==> config.mk <==
export PLATFORM = sky130hd
export DESIGN_NAME = ssvg_cordic
export DESIGN_NICKNAME = d
export VERILOG_FILES = /design/src/rtl/ssvg_pkg.sv /design/src/rtl/ssvg_cordic.sv
export SDC_FILE = /design/constraint.sdc
export NUM_CORES = 2
export LEC_CHECK = 0
export BUFFER_PORTS_ARGS = -buffer_cell sky130_fd_sc_hd__buf_2
export CAP_MARGIN = 25
export CORE_MARGIN = 3
export CORE_UTILIZATION = 70
export CTS_BUF_LIST = sky130_fd_sc_hd__clkbuf_4
export DETAILED_ROUTE_END_ITERATION = 16
export PLACE_DENSITY_LB_ADDON = 0.2
export SLEW_MARGIN = 20
export SYNTH_ARGS = -nofsm -noshare
export SYNTH_HDL_FRONTEND = slang
export SYNTH_SLANG_ARGS = --single-unit
==> constraint.sdc <==
create_clock -name clk -period 27.1 [get_ports clk]
set_input_delay 1.355 -clock clk [delete_from_list [all_inputs] [get_ports clk]]
set_output_delay 1.355 -clock clk [all_outputs]
set_load 0.01 [all_outputs]
==> src/rtl/ssvg_pkg.sv <==
package ssvg_pkg;

  localparam int DIV_W     = 11;
  localparam int DIV_BITS  = 34;
  localparam int DIV_STEPS = 4;
  localparam int DIV_LAT   = (DIV_BITS + DIV_STEPS - 1) / DIV_STEPS;

  localparam int CORDIC_PER_STAGE = 2;
  localparam logic signed [32:0] CORDIC_START = 33'sd652032874;

  localparam logic [30:0] ATAN_TURN [24] = '{
    31'd536870912, 31'd316933406, 31'd167458907, 31'd85004756, 31'd42667331,
    31'd21354465, 31'd10679838, 31'd5340245, 31'd2670163, 31'd1335087,
    31'd667544, 31'd333772, 31'd166886, 31'd83443, 31'd41722, 31'd20861,
    31'd10430, 31'd5215, 31'd2608, 31'd1304, 31'd652, 31'd326, 31'd163, 31'd81
  };

  localparam logic [1:0] CFG_SEGMENTS = 2'd0;
  localparam logic [1:0] CFG_RINGS    = 2'd1;
  localparam logic [1:0] CFG_FLATTEN  = 2'd2;
  localparam logic [1:0] CFG_FLIP     = 2'd3;

  typedef struct packed {
    logic signed [31:0] sn;
    logic signed [31:0] cs;
  } sincos_t;

  typedef struct packed {
    logic signed [15:0] x;
    logic signed [15:0] y;
    logic signed [15:0] z;
  } pos_t;

  function automatic int cordic_lat(input int iters);
    return (iters + CORDIC_PER_STAGE - 1) / CORDIC_PER_STAGE + 1;
  endfunction

  // round half up, floor shift, clamp to +-1.0 in q2.14
  function automatic logic signed [15:0] round_clamp(input logic signed [63:0] v,
                                                     input int sh);
    logic signed [63:0] r;
    logic signed [15:0] res;
    r = (v + (64'sd1 <<< (sh - 1))) >>> sh;
    if (r > 64'sd16384) begin
      res = 16'sd16384;
    end else if (r < -64'sd16384) begin
      res = -16'sd16384;
    end else begin
      res = r[15:0];
    end
    return res;
  endfunction

  // q holds floor(r * 2^33 / p); nz flags a nonzero remainder
  function automatic logic [16:0] v_frac(input logic [DIV_BITS-1:0] q, input logic nz,
                                         input logic flip);
    logic [17:0] fl;
    logic [17:0] c;
    logic [18:0] a;
    fl = q[DIV_BITS-1 -: 18];
    c  = fl + 18'(((|q[DIV_BITS-19:0]) | nz));
    if (flip) begin
      a = {1'b0, fl} + 19'd1;
    end else begin
      // 1 - r/p by way of the ceiling of r/p
      a = 19'd131073 - {1'b0, c};
    end
    return a[17:1];
  endfunction

endpackage

==> src/rtl/ssvg_cordic.sv <==
module ssvg_cordic #(
  parameter int ITERS = 16
) (
  input  logic              clk,
  input  logic              en,
  input  logic [31:0]       phase,
  output ssvg_pkg::sincos_t res
);
  import ssvg_pkg::*;

  localparam int NST = (ITERS + CORDIC_PER_STAGE - 1) / CORDIC_PER_STAGE;

  logic signed [32:0] x_q [NST];
  logic signed [32:0] y_q [NST];
  logic signed [32:0] z_q [NST];
  logic [1:0]         q_q [NST];

  // nearest quadrant and the residual angle
  logic [1:0]  quad;
  logic [31:0] resid;
  assign quad  = 2'(phase[31:30] + {1'b0, phase[29]});
  assign resid = phase - {quad, 30'd0};

  for (genvar st = 0; st < NST; st++) begin : g_st
    logic signed [32:0] x_in, y_in, z_in, x_d, y_d, z_d;
    logic [1:0]         q_in;

    if (st == 0) begin : g_first
      assign x_in = CORDIC_START;
      assign y_in = '0;
      assign z_in = {resid[31], resid};
      assign q_in = quad;
    end else begin : g_next
      assign x_in = x_q[st-1];
      assign y_in = y_q[st-1];
      assign z_in = z_q[st-1];
      assign q_in = q_q[st-1];
    end

    always_comb begin
      logic signed [32:0] x, y, z, dx, dy, at;
      int k;
      x = x_in;
      y = y_in;
      z = z_in;
      dx = '0;
      dy = '0;
      at = '0;
      for (int j = 0; j < CORDIC_PER_STAGE; j++) begin
        k = st * CORDIC_PER_STAGE + j;
        if (k < ITERS) begin
          dx = y >>> k;
          dy = x >>> k;
          at = signed'({2'b00, ATAN_TURN[k]});
          if (z >= 0) begin
            x = x - dx;
            y = y + dy;
            z = z - at;
          end else begin
            x = x + dx;
            y = y - dy;
            z = z + at;
          end
        end
      end
      x_d = x;
      y_d = y;
      z_d = z;
    end

    always_ff @(posedge clk) begin
      if (en) begin
        x_q[st] <= x_d;
        y_q[st] <= y_d;
        z_q[st] <= z_d;
        q_q[st] <= q_in;
      end
    end
  end

  // put the quadrant back
  logic signed [32:0] xl, yl, cs_d, sn_d;
  assign xl = x_q[NST-1];
  assign yl = y_q[NST-1];

  always_comb begin
    unique case (q_q[NST-1])
      2'd0: begin cs_d = xl;  sn_d = yl;  end
      2'd1: begin cs_d = -yl; sn_d = xl;  end
      2'd2: begin cs_d = -xl; sn_d = -yl; end
      2'd3: begin cs_d = yl;  sn_d = -xl; end
      default: begin cs_d = xl; sn_d = yl; end
    endcase
  end

  always_ff @(posedge clk) begin
    if (en) begin
      res.cs <= cs_d[31:0];
      res.sn <= sn_d[31:0];
    end
  end

endmodule

==> key figures <==
Outcome
  – Outcome: finished, final reports clean

Synth
  – Number of synthesized flops with an enable pin: approximately 780
  – Compound-cell area share of the yosys netlist: roughly 26%
  – Async SR Flop Fraction: 0%
  – Simple-gate portion of the synthesized area: about 17%
  – #FFs+latches synth: ~780
  – Area share of the leading cell type in the synthesized netlist: around 22%
  – Synth Area in XOR/XNOR: about 15%
  – Synth Area in Adders: 16.8%
  – Area leader, netlist: edfxtp_1
  – Synth Flop Type: edfxtp_1
  – Synthesis warning total: 0
  – Post-synthesis sequential area ratio: 22.4%
  – Area contributors post-synth: edfxtp_1 22%, ha_1 16%, xnor2_1 9.7%
  – Post-synthesis mux area share: less than 1%
  – Cell count after synthesis: between 10000 and 15000
  – Mapped cell area: around 0.10 sq mm
  – Syn_nets: between 10000 and 15000
  – Post-synthesis cell type count: approximately 120
  – Synthesized area per cell: ~8.4 sq um
  – Largest family of logic cells by synthesized area: compound AO/OA/AOI/OAI gates

Min path
  – Worst hold path depth: 1
  – Hold_sp: phase[0]
  – Hold Path Sink: z_q[0][0]
  – Worst hold path class: input pin to flip-flop

Worst setup path
  – Worst-path maximum fanout: 5
  – Worst Reg-to-Reg Cells: 31
  – Slowest-stage cell, CP: nor4_1
  – WS Path Type: flip-flop to flip-flop
  – Critical path depth: 31
  – WP buf/inv: 1
  – Delay-heaviest family, CP: simple AND/OR/NAND/NOR gates
  – Setup crit end kind: flip-flop
  – Crit path largest cell delay: approximately 0.95 ns
  – Worst Path Required: roughly 28 ns
  – Reg-to-reg endpoint: y_q[1][65]
  – Startpoint types: flip-flop
  – Reg2reg setup slack: 17.31 ns
  – Critical Path AT: 10.80 ns
  – Reg-to-reg startpoint: y_q[1][10]

CTS
  – Clock Root Buffer: clkbuf_4
  – CTS clk-pin slew, worst paths: 0.07 ns
  – TritonCTS buffer count: 207
  – Clock Latency Late Sink: 1.26 ns
  – Post-CTS sizing: 0
  – Sink Count: 779
  – Setup bufs post-CTS: 0
  – CTS tree: yes
  – CTS H-Tree Depth: 4
  – Hold-fix buffers, CTS: 0
  – Clock Path Buffers: 3

Timing
  – Final period util: a little over a third
  – Peak Freq: slightly above 100 MHz
  – Pins Over Slew Limit: 0
  – Setup TNS: 0 ns
  – Worst Skew: about 0.099 ns
  – # setup viols final: 0
  – Post-layout min period: roughly 9.8 ns
  – RSZ-0062 raised after global routing: no
  – Worst-margin pin slew: 1.20 ns
  – Final Hold Fails: 0
  – Max_slew headroom: between 10% and 20%

Routing
  – Wire length per cell: between 20 and 25 microns
  – Final WL: slightly above 300000 microns
  – Vias per cell: 6.74
  – Routed Antenna Nets: 0
  – Via Count: approximately 98000
  – Drc violations: 0
  – Drt pass-1 iters: 7
  – DRT iter0 DRCs: about 11000

Die
  – Die Ht: 392 microns
  – Initial Utilization: between 70 and 80%
  – Top-level I/O count: between 90 and 100
  – # rows: 140
  – Die area: about 0.15 sq mm
  – Die Wd: around 390 microns
  – Core area: 0.147 sq mm

Global routing
  – Tot GR Track Use: between 30% and 40%
  – First-pass GRT wire length: 480000 microns
  – Vias in the first global route: 91939
  – Gr ovfl total: 0
  – Largest net degree at the start of global routing: 150
  – Antenna violations before repair: 5

Placed design
  – GPL Wtd Cong: roughly 1.0
  – Port buffer count: 97
  – Placed cell area: 0.107 sq mm
  – Post-DP HPWL: around 240000 microns

Layout
  – Layout area overhead: 5.33%
  – Layout cells sized above 1: 5.93%
  – Fin nets: 13895
  – Final Instance Area: 0.110 sq mm
  – Core Util, Final: approximately three quarters

Flow run
  – Max-capacitance violation count: 0
[flip-flops by register name, summed over array words and instances, names as in the netlist]
name / count
y_q: 237
q_q: 16
z_q: 230
res: 64
x_q: 232
[cell families after synthesis]
logic type,Yosys count
simple gates,3549
buf+inv,800
fa+ha+maj,1381
flops,779
mux,74
xor+xnor,1730
other cells,2
compound gates,4046
[Yosys cell counts, types with 85 or more instances]
library cell,number
nand3_1,238
a21o_1,488
ha_1,1343
a211oi_1,136
or3_1,143
o21a_1,247
o31ai_1,174
or2_2,85
xor2_1,570
nand2b_1,189
nor2_1,987
nor3_1,278
nor2b_1,185
o41ai_1,87
o211ai_1,91
a21oi_1,1137
xnor2_1,1154
and3_1,133
o21ai_0,781
edfxtp_1,779
o21bai_1,131
inv_1,539
clkbuf_1,223
nand2_1,816
a31oi_1,126
[worst max-delay path by stage]
stage	end	slack, ns	start
global route	y_q[1][65]	16.77	y_q[1][10]
global placement	y_q[1][65]	17.55	y_q[1][10]
finish	y_q[1][65]	17.31	y_q[1][10]
detailed placement	y_q[1][65]	17.57	y_q[1][10]
CTS	y_q[1][65]	17.61	y_q[1][10]
floorplan	z_q[1][31]	18.57	z_q[0][32]
[placed cells by master, fill, tap and decap left out, drive strengths merged, types with 46 or more instances in the layout]
cell type and count:
ha 1343, xnor2 1157, a21oi 1141, nor2 988
nand2 816, o21ai 796, edfxtp 779, xor2 570
inv 549, a21o 488, nor3 281, clkbuf 269
o21a 247, nand3 238, nand2b 189, nor2b 185
o31ai 181, buf 161, or3 146, a211oi 140
and3 133, o21bai 131, a31oi 128, o211ai 92
o41ai 92, or2 90, nor4 90, and2 84
a21boi 78, nand4 76, or4 75, clkinv 71
o31a 52, a211o 46
[per-stage QoR]
stage          std cells  hold WS, ns  setup slack, ns
4_1_cts            14545        0.247            17.61
5_1_grt            14556        0.277            16.77
3_5_place_dp       14182        0.407            17.57
2_1_floorplan      12361        0.400            18.57
3_3_place_gp       14180        0.405            17.55
6_report           14558        0.364            17.31
[worst register-to-register path, delay by kind of cell (launching register included)]
| family | cells | cell delay (ns) |
|---|---|---|
| and+or+nand+nor | 13 | 4.35 |
| xor gates and xnor gates | 5 | 0.90 |
| AOI/OAI and AO/OA | 9 | 2.85 |
| DFF | 1 | 0.48 |
| adders and majority gates | 3 | 0.93 |
| buffers and inverters | 1 | 0.10 |
[layout make-up]
cell class / instances / area (sq um)
Sequential cell: 779 / 23400
Antenna cell: 7 / 17.5
Timing Repair Buffer: 165 / 1030
Multi-Input combinational cell: 10782 / 77900
Clock buffer: 266 / 2000
Clock inverter: 97 / 1010
Fill cell: 10924 / 37000
Inverter: 545 / 2050
Tap cell: 1917 / 2400
[routing by layer]
layer | share of wire, % | GRT usage [%] | wire, microns | vias up
met1 | 42 | 51.8 | 128000 | 46014
met3 | 11 | 8.74 | 32300 | 759
met2 | 43 | 59.4 | 131000 | 4796
met4 | 3.7 | 13.8 | 11200 | 6
met5 | 0.069 | 0.957 | 209 | -
li1 | - | - | - | 46543
Power is not shown: default switching activity piles up to over one toggle a cycle in this logic, so the estimate is an artifact.
