**src/rtl/ssvg_pkg.sv**
```systemverilog
package ssvg_pkg;

  localparam int DIV_W     = 11;
  localparam int DIV_BITS  = 34;
  localparam int DIV_STEPS = 4;
  localparam int DIV_LAT   = (DIV_BITS + DIV_STEPS - 1) / DIV_STEPS;

  localparam int CORDIC_PER_STAGE = 2;
  localparam logic signed [32:0] CORDIC_START = 33'sd652032874;

  localparam logic [30:0] ATAN_TURN [24] = '{
    31'd536870912, 31'd316933406, 31'd167458907, 31'd85004756, 31'd42667331,
    31'd21354465, 31'd10679838, 31'd5340245, 31'd2670163, 31'd1335087,
    31'd667544, 31'd333772, 31'd166886, 31'd83443, 31'd41722, 31'd20861,
    31'd10430, 31'd5215, 31'd2608, 31'd1304, 31'd652, 31'd326, 31'd163, 31'd81
  };

  localparam logic [1:0] CFG_SEGMENTS = 2'd0;
  localparam logic [1:0] CFG_RINGS    = 2'd1;
  localparam logic [1:0] CFG_FLATTEN  = 2'd2;
  localparam logic [1:0] CFG_FLIP     = 2'd3;

  typedef struct packed {
    logic signed [31:0] sn;
    logic signed [31:0] cs;
  } sincos_t;

  typedef struct packed {
    logic signed [15:0] x;
    logic signed [15:0] y;
    logic signed [15:0] z;
  } pos_t;

  function automatic int cordic_lat(input int iters);
    return (iters + CORDIC_PER_STAGE - 1) / CORDIC_PER_STAGE + 1;
  endfunction

  // round half up, floor shift, clamp to +-1.0 in q2.14
  function automatic logic signed [15:0] round_clamp(input logic signed [63:0] v,
                                                     input int sh);
    logic signed [63:0] r;
    logic signed [15:0] res;
    r = (v + (64'sd1 <<< (sh - 1))) >>> sh;
    if (r > 64'sd16384) begin
      res = 16'sd16384;
    end else if (r < -64'sd16384) begin
      res = -16'sd16384;
    end else begin
      res = r[15:0];
    end
    return res;
  endfunction

  // q holds floor(r * 2^33 / p); nz flags a nonzero remainder
  function automatic logic [16:0] v_frac(input logic [DIV_BITS-1:0] q, input logic nz,
                                         input logic flip);
    logic [17:0] fl;
    logic [17:0] c;
    logic [18:0] a;
    fl = q[DIV_BITS-1 -: 18];
    c  = fl + 18'(((|q[DIV_BITS-19:0]) | nz));
    if (flip) begin
      a = {1'b0, fl} + 19'd1;
    end else begin
      // 1 - r/p by way of the ceiling of r/p
      a = 19'd131073 - {1'b0, c};
    end
    return a[17:1];
  endfunction

endpackage

```
**src/rtl/ssvg_div.sv**
```systemverilog
module ssvg_div (
  input  logic                          clk,
  input  logic                          en,
  input  logic [ssvg_pkg::DIV_W-1:0]    num,
  input  logic [ssvg_pkg::DIV_W-1:0]    den,
  output logic [ssvg_pkg::DIV_BITS-1:0] quo,
  output logic                          rem_nz
);
  import ssvg_pkg::*;

  logic [DIV_W-1:0]    rem_q [DIV_LAT];
  logic [DIV_BITS-1:0] quo_q [DIV_LAT];

  for (genvar st = 0; st < DIV_LAT; st++) begin : g_st
    logic [DIV_W-1:0]    rem_in, rem_d;
    logic [DIV_BITS-1:0] quo_in, quo_d;

    if (st == 0) begin : g_first
      assign rem_in = num;
      assign quo_in = '0;
    end else begin : g_next
      assign rem_in = rem_q[st-1];
      assign quo_in = quo_q[st-1];
    end

    always_comb begin
      logic [DIV_W:0]      cand;
      logic [DIV_W-1:0]    r;
      logic [DIV_BITS-1:0] q;
      logic                b;
      int                  k;
      r = rem_in;
      q = quo_in;
      cand = '0;
      b = 1'b0;
      for (int j = 0; j < DIV_STEPS; j++) begin
        k = st * DIV_STEPS + j;
        if (k < DIV_BITS) begin
          // first step yields the integer bit, the rest the fraction
          cand = (k == 0) ? {1'b0, r} : {r, 1'b0};
          b = cand >= {1'b0, den};
          r = b ? DIV_W'(cand - {1'b0, den}) : cand[DIV_W-1:0];
          q = {q[DIV_BITS-2:0], b};
        end
      end
      rem_d = r;
      quo_d = q;
    end

    always_ff @(posedge clk) begin
      if (en) begin
        rem_q[st] <= rem_d;
        quo_q[st] <= quo_d;
      end
    end
  end

  assign quo    = quo_q[DIV_LAT-1];
  assign rem_nz = |rem_q[DIV_LAT-1];

endmodule

```
**config.mk**
```make
export PLATFORM = sky130hd
export DESIGN_NAME = ssvg_div
export DESIGN_NICKNAME = d
export VERILOG_FILES = /design/src/rtl/ssvg_pkg.sv /design/src/rtl/ssvg_div.sv
export SDC_FILE = /design/constraint.sdc
export NUM_CORES = 1
export LEC_CHECK = 0
export ABC_AREA = 1
export BUFFER_PORTS_ARGS = -buffer_cell sky130_fd_sc_hd__buf_2
export CAP_MARGIN = 10
export CORE_MARGIN = 10
export CORE_UTILIZATION = 60
export CTS_BUF_LIST = sky130_fd_sc_hd__clkbuf_2
export DETAILED_ROUTE_END_ITERATION = 6
export PLACE_DENSITY = 0.75
export SYNTH_ARGS = -nofsm -noshare
export SYNTH_HDL_FRONTEND = slang
export SYNTH_SLANG_ARGS = --single-unit
```
**constraint.sdc**
```tcl
create_clock -name clk -period 10.6 [get_ports clk]
set_clock_uncertainty 0.15 [all_clocks]
set_input_delay 2.12 -clock clk [delete_from_list [all_inputs] [get_ports clk]]
set_output_delay 2.12 -clock clk [all_outputs]
set_load 0.1 [all_outputs]
```
==> summary.txt, run 1 <==
Status: complete, no violations
Most used flip-flop cell after synthesis: edfxtp_1
Top Metal Used: met4
Worst Path Class, Setup: in2reg
Max clock buf depth: 3
Arrival @ worst endpoint: 10170 ps
H-Tree Depth: 3
Initial drt markers: 2075
Fin. Hold Viols: 0
Fraction of layout cells with a size suffix above 1: 7.406%
Final slew viol count: 0
CP Max Fanout: 16
Root Driver: clkbuf_2
Cell mode on critical path: nand2_1
Die X: 239.3 um
Met2 routed WL: 31.97 mm
CP Launch Type: primary input
Placer congestion estimate: 0.9678
Synthesis-to-finish area growth: 6.650%
Met3 Wirelength: 4.900 mm
RSZ-0062 raised after global routing: no
Num CTS Buffers: 75
CP Data Required Time: 11170 ps
Seq cells post-synth: 277
TritonCTS Sinks: 277
Total Routing Usage GR: 25.34%
Avg Cell Area, Syn: 7.255 sq um
Hold_buf cts: 0
Number of synthesized flops with an enable pin: 277
Slew HR: 21.41%
Vias per inst: 5.507
Core box area: 47650 sq um
DIE AREA: 57240 sq um
TritonRoute pass-1 iters: 5
Largest net degree at the start of global routing: 157
Filler instances: 4368
Nets@finish: 4496
Wire per inst: 15.19 um
Mapped Nets: 4360
Final setup viols: 0
Final worst path period share: 90.59%
Cells after Synth: 3976
Worst Max-Slew Pin Slew: 1179 ps
Worst min path class: reg2reg
Post-CTS resize count: 0
Synth unique cells: 48
Chip height: 239.3 um
Total negative slack: 0 ps
Wire length on met1: 33.92 mm
Starting density of the core: 60.54%
Post-CTS Setup Bufs: 0
CP max stage delay: 470 ps
HPWL after detailed placement: 54.90 mm
Synthesis Warnings: 0
IO buf count: 58
Clock latency on the worst-skew pair: 1030 ps
Worst-path clk slew: 80 ps
Routed vias: 26.31k
Post-DRT Antenna Nets: 0
Crit. End Element: flip-flop
CTS tree: yes
Asr flop ratio synth: 0%
IO Pins: 59
Vias in the first global route: 24.29k
DR DRC count: 0
Max Clk Rate: 104.1 MHz
FP Rows: 80
Slowest stage cell, crit path: nand3_1
Initial antenna violation count: 3
First-pass GRT wire length: 118.9 mm
Commonest non-fill, non-tap cells in the layout: 1272 x nand2_1, 431 x inv_1, 350 x ha_1
Seq/Total Area, Yosys: 28.84%
Synth Cell Area: 28840 sq um
Routed wire length: 72.55 mm
Fin crit period: 9603 ps
Grt ovf: 0
Most common cell after layout, fill and taps aside: nand2_1
Max Cap Viol: 0
## critical path, delay by kind of cell
kind                     cells  cell delay, ps
AND/OR/NAND/NOR             22            3250
AO/OA/AOI/OAI               12            2330
adder cells (fa/ha/maj)      4            1320
buffers and inverters        5            1110
## metrics by stage
stage / hold slack, ps / setup slack (ps) / utilization (%) / std cells / area (sq um)
floorplan: 250.3 / 1240 / - / 3976 / 28840
global placement: 250.5 / 127.5 / 63.13 / 4650 / 30080
detailed placement: 254.5 / 156.6 / 63.13 / 4650 / 30080
CTS: 259.2 / 1174 / 64.55 / 4774 / 30750
global route: 269.1 / 299.3 / 64.56 / 4776 / 30760
finish: 248.0 / 997.2 / 64.56 / 4777 / 30760
## cells in the mapped netlist (all sizes together), types with 18 or more instances
| library cell | n | area (sq um) |
|---|---|---|
| edfxtp | 277 | 8318 |
| nand4 | 54 | 362.9 |
| inv | 451 | 1695 |
| a21o | 18 | 135.1 |
| o21ai | 221 | 1110 |
| nand2 | 1277 | 4811 |
| ha | 350 | 4379 |
| nand3 | 240 | 1261 |
| xnor2 | 92 | 805.8 |
| nor3 | 40 | 200.2 |
| o21bai | 27 | 202.7 |
| nor2 | 277 | 1122 |
| a21oi | 285 | 1434 |
| buf | 45 | 255.2 |
| or2 | 23 | 143.9 |
| xor2 | 197 | 1725 |
## area by class of cell
class	instances	area [sq um]	share of cell area, %
antenna	3	7.507	0.02440
clock inverter	24	175.2	0.5694
tap	615	769.5	2.501
sequential	277	8318	27.04
timing repair buffer	110	743.2	2.416
clock buffer	100	500.5	1.627
multi-input combinational	3197	18550	60.31
inverter	451	1695	5.511
## sequential cells by signal, summed over array words and instances, names as in the netlist
signal  cells
rem_q      99
quo_q     178
## path summary, 6_finish.rpt
| kind | slack [ps] | to | startpoint | cells after the start |
|---|---|---|---|---|
| max | 1000 | rem_q[2][3] | den[8] | 43 |
| min | 250 | quo_q[3][26] | quo_q[2][56] | 0 |
| max reg2reg | 2340 | rem_q[2][3] | rem_q[1][12] | 39 |
| min reg2reg | 250 | quo_q[3][26] | quo_q[2][56] | 0 |
## metal layers
metal	global-route usage, %	vias up
met2	40.43	814
met1	34.59	11750
met4	7.814	0
met5	0	-
met3	4.160	112
li1	-	13630
## kinds of logic after synthesis
group / Yosys count / synth area share, %
AO/OA/AOI/OAI: 623 / 11.89
flip-flops: 277 / 28.84
adder cells (fa/ha/maj): 360 / 15.88
buffers and inverters: 502 / 6.841
AND/OR/NAND/NOR: 1925 / 27.78
XOR/XNOR: 289 / 8.775
Power of run 1 is left out: the tool's default activity adds up to more than one toggle a clock period on the data nets, which glitch-free logic cannot reach.
==> inputs of run 2 (changes only) <==
- RECOVER_POWER: default -> 50
==> run 2 against run 1 <==
  * Design area hardly changed
  * Critical path depth is 2 higher
  * First-iteration DRC count is 1.5% lower
  * Die area stayed put
  * Utilization is 0.055 points lower
  * Non-clock buffer count stayed put
  * Global-route usage stayed put
  * The run now ends with max-capacitance violations, max-slew violations left
  * Cell count stayed put
  * Fmax is 0.44% lower
  * Worst setup slack worse by 42 ps
  * Wire length hardly changed
  * Worst hold slack worse by 1.8 ps
==> summary.txt, run 2 (synthesis gave the netlist of run 1 again) <==
Hold_buf cts: 0
Final worst path period share: 90.99%
Post-CTS Setup Bufs: 0
Slowest stage cell, crit path: nand3_1
DR DRC count: 0
Synthesis-to-finish area growth: 6.559%
IO buf count: 58
Final setup viols: 0
Fraction of layout cells with a size suffix above 1: 7.358%
Starting density of the core: 60.54%
Die X: 239.3 um
Vias per inst: 5.508
Nets@finish: 4496
Total Routing Usage GR: 25.34%
CTS tree: yes
Biggest regs: quo_q: 178 flops, rem_q: 99 flops
RSZ-0062 raised after global routing: no
Worst Max-Slew Pin Slew: 6265 ps
CP max stage delay: 470 ps
WHS Path Cells: 0
Worst R2R Start: rem_q[1][13]
Filler instances: 4372
Total negative slack: 0 ps
Cell mode on critical path: nand2_1
CP Max Fanout: 16
Hold Crit Start: quo_q[2][56]
Worst reg-to-reg path cell count: 39
Slew HR: -317.7%
Fin. Hold Viols: 0
Post-DRT Antenna Nets: 0
Core box area: 47650 sq um
Placer congestion estimate: 0.9678
Max Clk Rate: 103.7 MHz
CP Data Required Time: 11160 ps
Post-CTS resize count: 0
FP Rows: 80
Grt ovf: 0
Initial antenna violation count: 3
Worst min path class: reg2reg
Arrival @ worst endpoint: 10210 ps
Worst-path clk slew: 80 ps
TritonRoute pass-1 iters: 6
Fin crit period: 9645 ps
Final slew viol count: 280
IO Pins: 59
HPWL after detailed placement: 54.90 mm
Num CTS Buffers: 75
TritonCTS Sinks: 277
Failing checks: max-capacitance violations, max-slew violations
Root Driver: clkbuf_2
H-Tree Depth: 3
Worst slack at placement: 156.6 ps
Max clock buf depth: 3
Min-Delay Endpoint: quo_q[3][26]
Final Non-Filler Cells: 4777
Largest net degree at the start of global routing: 157
Max reg flops: 178
First-pass GRT wire length: 118.9 mm
FF-to-FF End: rem_q[2][3]
Routed wire length: 72.57 mm
Initial drt markers: 2044
Status: complete, but fails checks
Vias in the first global route: 24.29k
CP Launch Type: primary input
Max Cap Viol: 2
Post-Place Cells: 4650
Clock latency on the worst-skew pair: 1030 ps
Wire per inst: 15.19 um
Commonest non-fill, non-tap cells in the layout: 1272 x nand2_1, 432 x inv_1, 350 x ha_1
Routed vias: 26.31k
Reg2reg setup slack: 2320 ps
Most common cell after layout, fill and taps aside: nand2_1
DIE AREA: 57240 sq um
Worst hold slack: 246.2 ps
Worst Path Class, Setup: in2reg
Final worst slack: 954.9 ps
Crit. End Element: flip-flop
Largest Register: quo_q
Chip height: 239.3 um
run 2: cell types whose count changed in the layout (fill, tap and decap cells not counted), sizes merged:
cell    delta
buf        -2
clkbuf     +2
run 2: how the worst max path moves through the flow:
stage,end,startpoint,cells after the start
after floorplan,rem_q[0][14],den[0],52
after global placement,rem_q[2][3],den[8],42
after detailed placement,rem_q[2][10],den[8],42
after CTS,rem_q[2][3],den[8],42
after global routing,rem_q[2][9],den[6],45
final,rem_q[2][3],den[6],45
run 2: layer usage:
layer  vias to the layer above  part of all wire, %  GRT usage [%]
li1                      13640                    -              -
met1                     11780                   47          34.59
met2                       778                   44          40.43
met3                       118                  6.8          4.160
met4                         0                  2.5          7.814
met5                         -                    0              0
run 2: metrics by stage:
stage	area, sq um	util, %
detailed placement	30080	63.13
finish	30740	64.51
global placement	30080	63.13
CTS	30750	64.55
floorplan	28840	-
global route	30730	64.50
run 2: critical path: cells and delay by family:
kind | cells | cell delay, ps
buf+inv | 6 | 1190
simple gates | 23 | 3260
compound gates | 12 | 2310
fa+ha+maj | 4 | 1290
run 2: area by class of cell:
type	count	area [sq um]	share of cell area [%]
inverters	451	1695	5.516
flip-flops and latches	277	8318	27.06
repair buffers	110	716.9	2.333
multi-input cells	3197	18550	60.36
clock inverters	24	175.2	0.5699
diodes	3	7.507	0.02443
well taps	615	769.5	2.504
clock buffers	100	500.5	1.628
Power of run 2 is left out for the same reason.
